### src/tvsm_pkg.sv
// Shared types and constants for the tracked vehicle steering mixer.
// Holds the vehicle mode codes, register indexes and the stage payload structs.
// No dependencies.
`default_nettype none

package tvsm_pkg;

  localparam int STICK_W    = 7;
  localparam int CFG_IDX_W  = 1;
  localparam int CFG_DATA_W = 2;

  typedef enum logic [1:0] {
    MODE_NONE   = 2'd0,
    MODE_HALF   = 2'd1,
    MODE_FULL   = 2'd2,
    MODE_THRUST = 2'd3
  } mode_t;

  localparam logic [CFG_IDX_W-1:0] REG_VEHICLE_MODE  = 1'd0;
  localparam logic [CFG_IDX_W-1:0] REG_BATTERY_CHECK = 1'd1;

  // after the dead band: raw left/right factors and signed speed
  typedef struct packed {
    logic [STICK_W-1:0] fl;
    logic [STICK_W-1:0] fr;
    logic signed [8:0]  speed;
    logic               cut;
    mode_t              mode;
  } s1_t;

  // after the curve
  typedef struct packed {
    logic signed [7:0] fl2;
    logic signed [7:0] fr2;
    logic signed [8:0] speed;
    logic              cut;
  } s2_t;

  // speed times curved factor, per track
  typedef struct packed {
    logic signed [15:0] pa;
    logic signed [15:0] pb;
    logic               cut;
  } s3_t;

endpackage

`default_nettype wire

### src/tvsm_factor.sv
// First stage: dead band split of the steering stick into left/right factors,
// throttle clamp and signed speed. Depends on tvsm_pkg.
`default_nettype none

module tvsm_factor (
  input  wire logic                       clk,
  input  wire logic                       rst_n,
  input  wire logic                       in_valid,
  input  wire logic [tvsm_pkg::STICK_W-1:0] steering,
  input  wire logic [tvsm_pkg::STICK_W-1:0] throttle,
  input  wire logic                       battery_ok,
  input  wire tvsm_pkg::mode_t            mode,
  input  wire logic                       battery_check_enable,
  output logic                            s1_valid,
  output tvsm_pkg::s1_t                   s1
);
  import tvsm_pkg::*;

  localparam int DEAD_LOW  = 48;
  localparam int DEAD_HIGH = 52;
  localparam int FULL      = 100;
  localparam int RECIP_SH  = 16;
  // 100/48 as a fixed-point reciprocal, rounded up so the floor stays exact
  localparam int FACT_K    = (FULL * (1 << RECIP_SH) + DEAD_LOW - 1) / DEAD_LOW;
  localparam int HIGH_SPAN = FULL - DEAD_HIGH;
  localparam int FACT_KR   = (FULL * (1 << RECIP_SH) + HIGH_SPAN - 1) / HIGH_SPAN;

  logic [24:0]        prod_l;
  logic [24:0]        prod_r;
  logic [STICK_W-1:0] dist_r;
  logic [STICK_W-1:0] thr_c;
  s1_t                s1_nxt;
  s1_t                s1_r;
  logic               v1_r;

  always_comb begin
    dist_r = STICK_W'(FULL) - steering;
    prod_l = 25'(steering) * 25'(FACT_K);
    prod_r = 25'(dist_r) * 25'(FACT_KR);

    s1_nxt = '0;
    if (steering <= STICK_W'(DEAD_LOW)) begin
      s1_nxt.fl = prod_l[RECIP_SH +: STICK_W];
    end else begin
      s1_nxt.fl = STICK_W'(FULL);
    end

    if (steering > STICK_W'(FULL)) begin
      s1_nxt.fr = '0;
    end else if (steering >= STICK_W'(DEAD_HIGH)) begin
      s1_nxt.fr = prod_r[RECIP_SH +: STICK_W];
    end else begin
      s1_nxt.fr = STICK_W'(FULL);
    end

    // thrust mode keeps the throttle in the forward half
    thr_c = throttle;
    if (mode == MODE_THRUST) begin
      if (throttle < STICK_W'(50)) begin
        thr_c = STICK_W'(50);
      end else if (throttle > STICK_W'(FULL)) begin
        thr_c = STICK_W'(FULL);
      end
    end

    s1_nxt.speed = 9'sd100 - $signed({1'b0, thr_c, 1'b0});
    s1_nxt.cut   = ~battery_ok & battery_check_enable;
    s1_nxt.mode  = mode;
  end

  always_ff @(posedge clk) begin
    if (!rst_n) begin
      v1_r <= 1'b0;
    end else begin
      v1_r <= in_valid;
    end
  end

  always_ff @(posedge clk) begin
    s1_r <= s1_nxt;
  end

  assign s1_valid = v1_r;
  assign s1       = s1_r;

endmodule

`default_nettype wire

### src/tvsm_curve.sv
// Second stage: five-point curve on both factors, chosen by vehicle mode.
// Segment slopes are divided out by fixed-point reciprocals. Depends on tvsm_pkg.
`default_nettype none

module tvsm_curve (
  input  wire logic          clk,
  input  wire logic          rst_n,
  input  wire logic          s1_valid,
  input  wire tvsm_pkg::s1_t s1,
  output logic               s2_valid,
  output tvsm_pkg::s2_t      s2
);
  import tvsm_pkg::*;

  localparam int SH  = 16;
  localparam int K25 = ((1 << SH) + 24) / 25;
  localparam int K7  = ((1 << SH) + 6) / 7;
  localparam int K13 = ((1 << SH) + 12) / 13;
  localparam int K40 = ((1 << SH) + 39) / 40;

  // slope times reciprocal, one per segment kind
  localparam logic [19:0] C_HALF   = 20'(10 * K25);
  localparam logic [19:0] C_THRUST = 20'(20 * K25);
  localparam logic [19:0] C_FULL0  = 20'(100 * K7);
  localparam logic [19:0] C_FULL1  = 20'(45 * K13);
  localparam logic [19:0] C_FULL2  = 20'(40 * K40);
  localparam logic [19:0] C_FULL3  = 20'(15 * K40);

  function automatic logic signed [7:0] curve_map(mode_t m, logic [STICK_W-1:0] x);
    logic [5:0]        t;
    logic [19:0]       c;
    logic signed [7:0] base;
    logic              neg;
    logic [25:0]       prod;
    logic [7:0]        q;
    t    = '0;
    c    = '0;
    base = '0;
    neg  = 1'b0;
    case (m)
      MODE_HALF, MODE_THRUST: begin
        c = (m == MODE_HALF) ? C_HALF : C_THRUST;
        if (x <= STICK_W'(25)) begin
          t    = 6'(x);
          base = (m == MODE_HALF) ? 8'sd60 : 8'sd20;
        end else if (x <= STICK_W'(50)) begin
          t    = 6'(x - STICK_W'(25));
          base = (m == MODE_HALF) ? 8'sd70 : 8'sd40;
        end else if (x <= STICK_W'(75)) begin
          t    = 6'(x - STICK_W'(50));
          base = (m == MODE_HALF) ? 8'sd80 : 8'sd60;
        end else begin
          t    = 6'(x - STICK_W'(75));
          base = (m == MODE_HALF) ? 8'sd90 : 8'sd80;
        end
      end
      MODE_FULL: begin
        if (x <= STICK_W'(7)) begin
          // negative part: measure back from the zero crossing so it truncates toward zero
          t   = 6'(STICK_W'(7) - x);
          c   = C_FULL0;
          neg = 1'b1;
        end else if (x <= STICK_W'(20)) begin
          t = 6'(x - STICK_W'(7));
          c = C_FULL1;
        end else if (x <= STICK_W'(60)) begin
          t    = 6'(x - STICK_W'(20));
          c    = C_FULL2;
          base = 8'sd45;
        end else begin
          t    = 6'(x - STICK_W'(60));
          c    = C_FULL3;
          base = 8'sd85;
        end
      end
      default: begin
        c = '0;
      end
    endcase
    prod = 26'(t) * 26'(c);
    q    = prod[SH +: 8];
    if (neg) begin
      return base - $signed(q);
    end
    return base + $signed(q);
  endfunction

  s2_t  s2_nxt;
  s2_t  s2_r;
  logic v2_r;

  always_comb begin
    s2_nxt.fl2   = curve_map(s1.mode, s1.fl);
    s2_nxt.fr2   = curve_map(s1.mode, s1.fr);
    s2_nxt.speed = s1.speed;
    s2_nxt.cut   = s1.cut;
  end

  always_ff @(posedge clk) begin
    if (!rst_n) begin
      v2_r <= 1'b0;
    end else begin
      v2_r <= s1_valid;
    end
  end

  always_ff @(posedge clk) begin
    s2_r <= s2_nxt;
  end

  assign s2_valid = v2_r;
  assign s2       = s2_r;

endmodule

`default_nettype wire

### src/tvsm_drive.sv
// Third and fourth stages: speed times curved factor, then divide by 100,
// map back to 0..100, battery cut-off and driving flag. Depends on tvsm_pkg.
`default_nettype none

module tvsm_drive (
  input  wire logic                         clk,
  input  wire logic                         rst_n,
  input  wire logic                         s2_valid,
  input  wire tvsm_pkg::s2_t                s2,
  output logic                              out_valid,
  output logic [tvsm_pkg::STICK_W-1:0]      motor_a_cmd,
  output logic [tvsm_pkg::STICK_W-1:0]      motor_b_cmd,
  output logic                              driving
);
  import tvsm_pkg::*;

  localparam int DIV_SH = 20;
  localparam int DIV_K  = ((1 << DIV_SH) + 99) / 100;

  // trunc(x / 100) toward zero, then trunc((p - 100) / 2) + 100, clamped
  function automatic logic [STICK_W-1:0] to_cmd(logic signed [15:0] x);
    logic              neg;
    logic [15:0]       ax;
    logic [28:0]       prod;
    logic [7:0]        q;
    logic signed [9:0] p;
    logic signed [9:0] cmd;
    neg  = x[15];
    ax   = neg ? 16'(-x) : x;
    prod = 29'(ax[14:0]) * 29'(DIV_K);
    q    = prod[DIV_SH +: 8];
    p    = neg ? -$signed({2'b00, q}) : $signed({2'b00, q});
    if (p <= 10'sd100) begin
      cmd = 10'sd100 - ((10'sd100 - p) >>> 1);
    end else begin
      cmd = 10'sd100 + ((p - 10'sd100) >>> 1);
    end
    if (cmd < 10'sd0) begin
      return '0;
    end else if (cmd > 10'sd100) begin
      return STICK_W'(100);
    end
    return cmd[STICK_W-1:0];
  endfunction

  logic signed [16:0]  mul_a;
  logic signed [16:0]  mul_b;
  s3_t                 s3_nxt;
  s3_t                 s3_r;
  logic                v3_r;
  logic [STICK_W-1:0]  a_nxt;
  logic [STICK_W-1:0]  b_nxt;
  logic                drv_nxt;
  logic [STICK_W-1:0]  a_r;
  logic [STICK_W-1:0]  b_r;
  logic                drv_r;
  logic                v4_r;

  always_comb begin
    mul_a      = 17'(s2.speed) * 17'(s2.fr2);
    mul_b      = 17'(s2.speed) * 17'(s2.fl2);
    s3_nxt.pa  = mul_a[15:0];
    s3_nxt.pb  = mul_b[15:0];
    s3_nxt.cut = s2.cut;
  end

  always_comb begin
    if (s3_r.cut) begin
      a_nxt = '0;
      b_nxt = '0;
    end else begin
      a_nxt = to_cmd(s3_r.pa);
      b_nxt = to_cmd(s3_r.pb);
    end
    drv_nxt = (a_nxt < STICK_W'(40)) || (a_nxt > STICK_W'(60)) ||
              (b_nxt < STICK_W'(40)) || (b_nxt > STICK_W'(60));
  end

  always_ff @(posedge clk) begin
    if (!rst_n) begin
      v3_r <= 1'b0;
      v4_r <= 1'b0;
    end else begin
      v3_r <= s2_valid;
      v4_r <= v3_r;
    end
  end

  always_ff @(posedge clk) begin
    s3_r  <= s3_nxt;
    a_r   <= a_nxt;
    b_r   <= b_nxt;
    drv_r <= drv_nxt;
  end

  assign out_valid   = v4_r;
  assign motor_a_cmd = a_r;
  assign motor_b_cmd = b_r;
  assign driving     = drv_r;

endmodule

`default_nettype wire

### src/tracked_vehicle_steering_mixer_top.sv
// Top level of the tracked vehicle steering mixer: configuration registers and
// the four-stage mixing pipeline. Depends on tvsm_pkg, tvsm_factor, tvsm_curve, tvsm_drive.
//
// Usage:
//   Input: present steering, throttle and battery_ok with start high; the beat
//   is taken at a rising edge where start is high and busy is low. busy is low
//   whenever the block is out of reset, so one beat can be taken every cycle.
//   Output: each result is shown for exactly one cycle with out_valid high;
//   the receiver cannot stall, so results are never held back.
//   Pipeline: a beat taken at a rising edge passes the four register stages
//   (factors, curve, multiply, divide and map) in that order before it is
//   shown. Throughput is one beat per cycle.
//   Configuration: write vehicle_mode (index 0) or battery_check_enable
//   (index 1) through cfg_valid/cfg_ready/cfg_index/cfg_data while no beat is
//   in flight. cfg_ready is always high.
//   Reset: synchronous, active low; clears the pipeline valid bits, sets
//   vehicle_mode to no curve and enables the battery check. busy stays high
//   while reset is held.
`default_nettype none

module tracked_vehicle_steering_mixer_top (
  input  wire logic                             clk,
  input  wire logic                             rst_n,
  input  wire logic                             start,
  output logic                                  busy,
  input  wire logic [tvsm_pkg::STICK_W-1:0]     in_steering,
  input  wire logic [tvsm_pkg::STICK_W-1:0]     in_throttle,
  input  wire logic                             in_battery_ok,
  output logic                                  out_valid,
  output logic [tvsm_pkg::STICK_W-1:0]          out_motor_a_cmd,
  output logic [tvsm_pkg::STICK_W-1:0]          out_motor_b_cmd,
  output logic                                  out_driving,
  input  wire logic                             cfg_valid,
  output logic                                  cfg_ready,
  input  wire logic [tvsm_pkg::CFG_IDX_W-1:0]   cfg_index,
  input  wire logic [tvsm_pkg::CFG_DATA_W-1:0]  cfg_data
);
  import tvsm_pkg::*;

  mode_t vehicle_mode_r;
  logic  battery_check_enable_r;
  logic  busy_r;
  logic  in_fire;
  logic  s1_valid;
  s1_t   s1;
  logic  s2_valid;
  s2_t   s2;

  always_ff @(posedge clk) begin
    if (!rst_n) begin
      vehicle_mode_r         <= MODE_NONE;
      battery_check_enable_r <= 1'b1;
      busy_r                 <= 1'b1;
    end else begin
      busy_r <= 1'b0;
      if (cfg_valid && cfg_ready) begin
        case (cfg_index)
          REG_VEHICLE_MODE:  vehicle_mode_r         <= mode_t'(cfg_data[1:0]);
          REG_BATTERY_CHECK: battery_check_enable_r <= cfg_data[0];
          default: begin
            vehicle_mode_r <= vehicle_mode_r;
          end
        endcase
      end
    end
  end

  assign busy      = busy_r;
  assign cfg_ready = 1'b1;
  assign in_fire   = start & ~busy_r;

  tvsm_factor u_factor (
    .clk                  (clk),
    .rst_n                (rst_n),
    .in_valid             (in_fire),
    .steering             (in_steering),
    .throttle             (in_throttle),
    .battery_ok           (in_battery_ok),
    .mode                 (vehicle_mode_r),
    .battery_check_enable (battery_check_enable_r),
    .s1_valid             (s1_valid),
    .s1                   (s1)
  );

  tvsm_curve u_curve (
    .clk      (clk),
    .rst_n    (rst_n),
    .s1_valid (s1_valid),
    .s1       (s1),
    .s2_valid (s2_valid),
    .s2       (s2)
  );

  tvsm_drive u_drive (
    .clk         (clk),
    .rst_n       (rst_n),
    .s2_valid    (s2_valid),
    .s2          (s2),
    .out_valid   (out_valid),
    .motor_a_cmd (out_motor_a_cmd),
    .motor_b_cmd (out_motor_b_cmd),
    .driving     (out_driving)
  );

endmodule

`default_nettype wire

### config.mk
export PLATFORM = sky130hd
export DESIGN_NAME = tracked_vehicle_steering_mixer_top
export DESIGN_NICKNAME = d
export VERILOG_FILES = /design/src/tvsm_pkg.sv /design/src/tvsm_factor.sv /design/src/tvsm_curve.sv /design/src/tvsm_drive.sv /design/src/tracked_vehicle_steering_mixer_top.sv
export SDC_FILE = /design/constraint.sdc
export NUM_CORES = 1
export LEC_CHECK = 0
export BUFFER_PORTS_ARGS = -buffer_cell sky130_fd_sc_hd__buf_2
export CAP_MARGIN = 10
export CORE_MARGIN = 4
export CORE_UTILIZATION = 40
export CTS_BUF_LIST = sky130_fd_sc_hd__clkbuf_4 sky130_fd_sc_hd__clkbuf_8 sky130_fd_sc_hd__clkbuf_16
export CTS_CLUSTER_DIAMETER = 50
export DETAILED_ROUTE_END_ITERATION = 10
export MAX_ROUTING_LAYER = met4
export PLACE_DENSITY = 0.56
export SKIP_CTS_REPAIR_TIMING = 1
export SYNTH_ARGS = -nofsm -noshare
export SYNTH_HDL_FRONTEND = slang
export SYNTH_SLANG_ARGS = --single-unit
### constraint.sdc
create_clock -name clk -period 11.2 [get_ports clk]
set_clock_uncertainty 0.1 [all_clocks]
set_input_delay 2.8 -clock clk [delete_from_list [all_inputs] [get_ports clk]]
set_output_delay 2.8 -clock clk [all_outputs]
set_load 0.05 [all_outputs]
==> flow_summary.toml <==
[status]
status = "finished, final reports clean"

[die]
dieArea_sq_mm = 0.07433
ioPinCount = 40
start_util_pct = 40.63
core_sq_mm = 0.06895
rows = 96
die_y_um = 272.6
die_w_um = 272.6

[timing]
clock.fmax_mhz = 96.79
timing_hold_violations_final = 0
grt_setup_unrepaired = "no"
slew_headroom_pct = 30.96
period_needed_ns = 10.33
finalCritPeriodShare_pct = 92.25
max_slew.worst_pin.slew_ns = 1.025
tns_ns = 0
slew_violations = 0
setup_viol_count_final = 0

[synth]
syn_inst = 3234
synth_cell_types = 98
postSynthAreaPerCell_sq_um = 8.662
synth_seq_cells = 104
yosysWarnings = 0
synthArstFlopShare_pct = 0
synth_area_sq_mm = 0.02801
yosysSeqAreaShare_pct = 7.433
synth_ff_type = "dfxtp_1"
synth_edf_count = 0

[critical_path]
required_ns = 11.35
cpMaxStageDelayCell = "xor2_1"
crit_path_end_kind = "register"
startpoint_type = "register"
crit_path_max_fanout = 15
max_stage_delay_ns = 0.59
worstPathArrival_ns = 10.49
crit_type = "register to register"

[global_route]
grt_pass1_wl_mm = 108.3
grt_max_degree = 29
gr-total-overflow = 0
antenna_found_initial = 0
first_global_vias = 21370
grt_usage_pct = 17.93

[layout]
final_cells = 4176
area_growth_pct = 5.668
fin_nets = 4106
drive_gt1_share_pct = 3.975
insertedDiodeCount = 0

[route]
via_count = 21050
drt-pass1-iter-count = 5
wl_per_cell_um = 15.12
drt-total-wl_mm = 63.12
drc = 0
drtAntennaViolNets = 0
viasPerCell = 5.041
drt-initial-drc-count = 895

[clock_network]
clk_pin_slew_worst_paths_ns = 0.08
root_buffer = "clkbuf_16"
clock_latency_ns = 0.38
cts_tree = "built"
cts_buffers = 9
cts_max_path_buffers = 2
htreeDepth = 3
clkSinkCount = 104

[placement]
dp_hpwl_mm = 53.97
place_inst = 4160
portBuffers = 38
globalplace.congestion = 0.8801

[run]
cap_violations = 0

[hold_path]
hp-class = "register to register"
-- area by class of cell --
type | instances | area, sq um
inverters | 650 | 2440
fillers | 6974 | 39350
clock inverters | 7 | 91.34
flip-flops and latches | 104 | 2082
clock buffers | 9 | 225.2
repair buffers | 60 | 355.3
multi-input cells | 2415 | 23240
well taps | 931 | 1165
-- layer usage --
metal | global-route usage, % | part of all wire [%]
met4 | 2.491 | 1.0
met2 | 30.21 | 48
met5 | - | 0
met1 | 24.26 | 48
met3 | 1.580 | 3.1
-- worst max-delay path: cells and delay by family (launching register included) --
kind | cells | cell delay [ns]
and+or+nand+nor | 8 | 1.83
muxes | 3 | 0.53
DFF | 1 | 0.34
xor gates and xnor gates | 2 | 0.89
buffers and inverters | 5 | 0.63
adders and majority gates | 8 | 3.16
AOI/OAI and AO/OA | 9 | 2.72
-- cells in the final DEF, fill, tap and decap left out, types with 21 or more instances in the layout --
cell	count
xor2_1	77
buf_4	22
mux2i_1	21
fa_1	390
a21oi_1	143
o21bai_1	24
nand3_1	35
xnor2_1	139
a21o_1	57
o21a_1	28
nand2_1	293
o21ai_0	88
nand2b_1	27
buf_2	38
nor3_1	43
a31oi_1	22
nor2b_1	21
ha_1	454
and2_1	106
o211ai_1	23
dfxtp_1	104
nor2_1	150
inv_1	643
-- cells in the mapped netlist (8+ instances only) --
master	count	area [sq um]
a211o_1	9	78.83
a211oi_1	18	135.1
a21o_1	57	427.9
a21oi_1	143	715.7
a31o_2	12	105.1
a31oi_1	22	137.6
and2_1	106	663.1
and3_1	19	118.9
and4_1	8	70.07
clkbuf_1	60	225.2
dfxtp_1	104	2082
fa_1	390	7807
ha_1	454	5680
inv_1	643	2414
mux2i_1	21	210.2
nand2_1	293	1100
nand2b_1	27	168.9
nand3_1	35	175.2
nand4_1	15	93.84
nor2_1	150	563.0
nor2b_1	21	131.4
nor3_1	43	215.2
nor3b_1	10	75.07
nor4_1	8	50.05
o211ai_1	23	172.7
o21a_1	28	210.2
o21ai_0	89	445.4
o21bai_1	24	180.2
o22ai_1	10	62.56
o31ai_1	13	97.59
or2_2	9	56.30
or3_1	16	100.1
xnor2_1	139	1217
xor2_1	77	674.4
-- per-stage QoR --
| step | hold slack [ns] | utilization (%) | setup WS [ns] | area, sq um |
|---|---|---|---|---|
| final | 0.2287 | 42.93 | 0.8679 | 29600 |
| after global routing | 0.2334 | 42.93 | 0.1824 | 29600 |
| after CTS | 0.2302 | 42.93 | 0.8972 | 29600 |
| after detailed placement | 0.2132 | 42.47 | 0.9371 | 29280 |
| after global placement | 0.2112 | 42.47 | 1.054 | 29280 |
| after floorplan | 0.2096 | - | 1.888 | 28030 |
-- final timing paths --
check / startpoint / end / slack (ns) / depth (start not counted)
setup / recovery: u_drive.s3_r[5] / u_drive.driving / 0.87 / 35
hold / removal: u_factor.s1[8] / u_curve.s2[6] / 0.23 / 0
setup reg to reg: u_drive.s3_r[5] / u_drive.driving / 0.87 / 35
hold reg to reg: u_factor.s1[8] / u_curve.s2[6] / 0.23 / 0
-- kinds of logic (layout without fill, tap and decap cells) --
family / after synthesis / count (layout) / share of synthesized area, %
other: 1 / 5 / 0.01339
adder cells (fa/ha/maj): 844 / 844 / 48.15
AND/OR/NAND/NOR: 784 / 784 / 13.57
XOR/XNOR: 221 / 221 / 7.115
flip-flops: 104 / 104 / 7.433
buffers and inverters: 719 / 726 / 9.652
AO/OA/AOI/OAI: 537 / 537 / 13.20
multiplexers: 24 / 24 / 0.8710
-- state kept, by name, indices dropped and copies added (netlist names), 2 cells and up --
name,cells
u_curve.s2,25
u_drive.motor_a_cmd,7
u_drive.motor_b_cmd,7
u_drive.s3_r,31
u_factor.s1,25
vehicle_mode_r,2
Power is left out: the tool's default activity adds up to more than one toggle a clock period on the data nets, which glitch-free logic cannot reach.
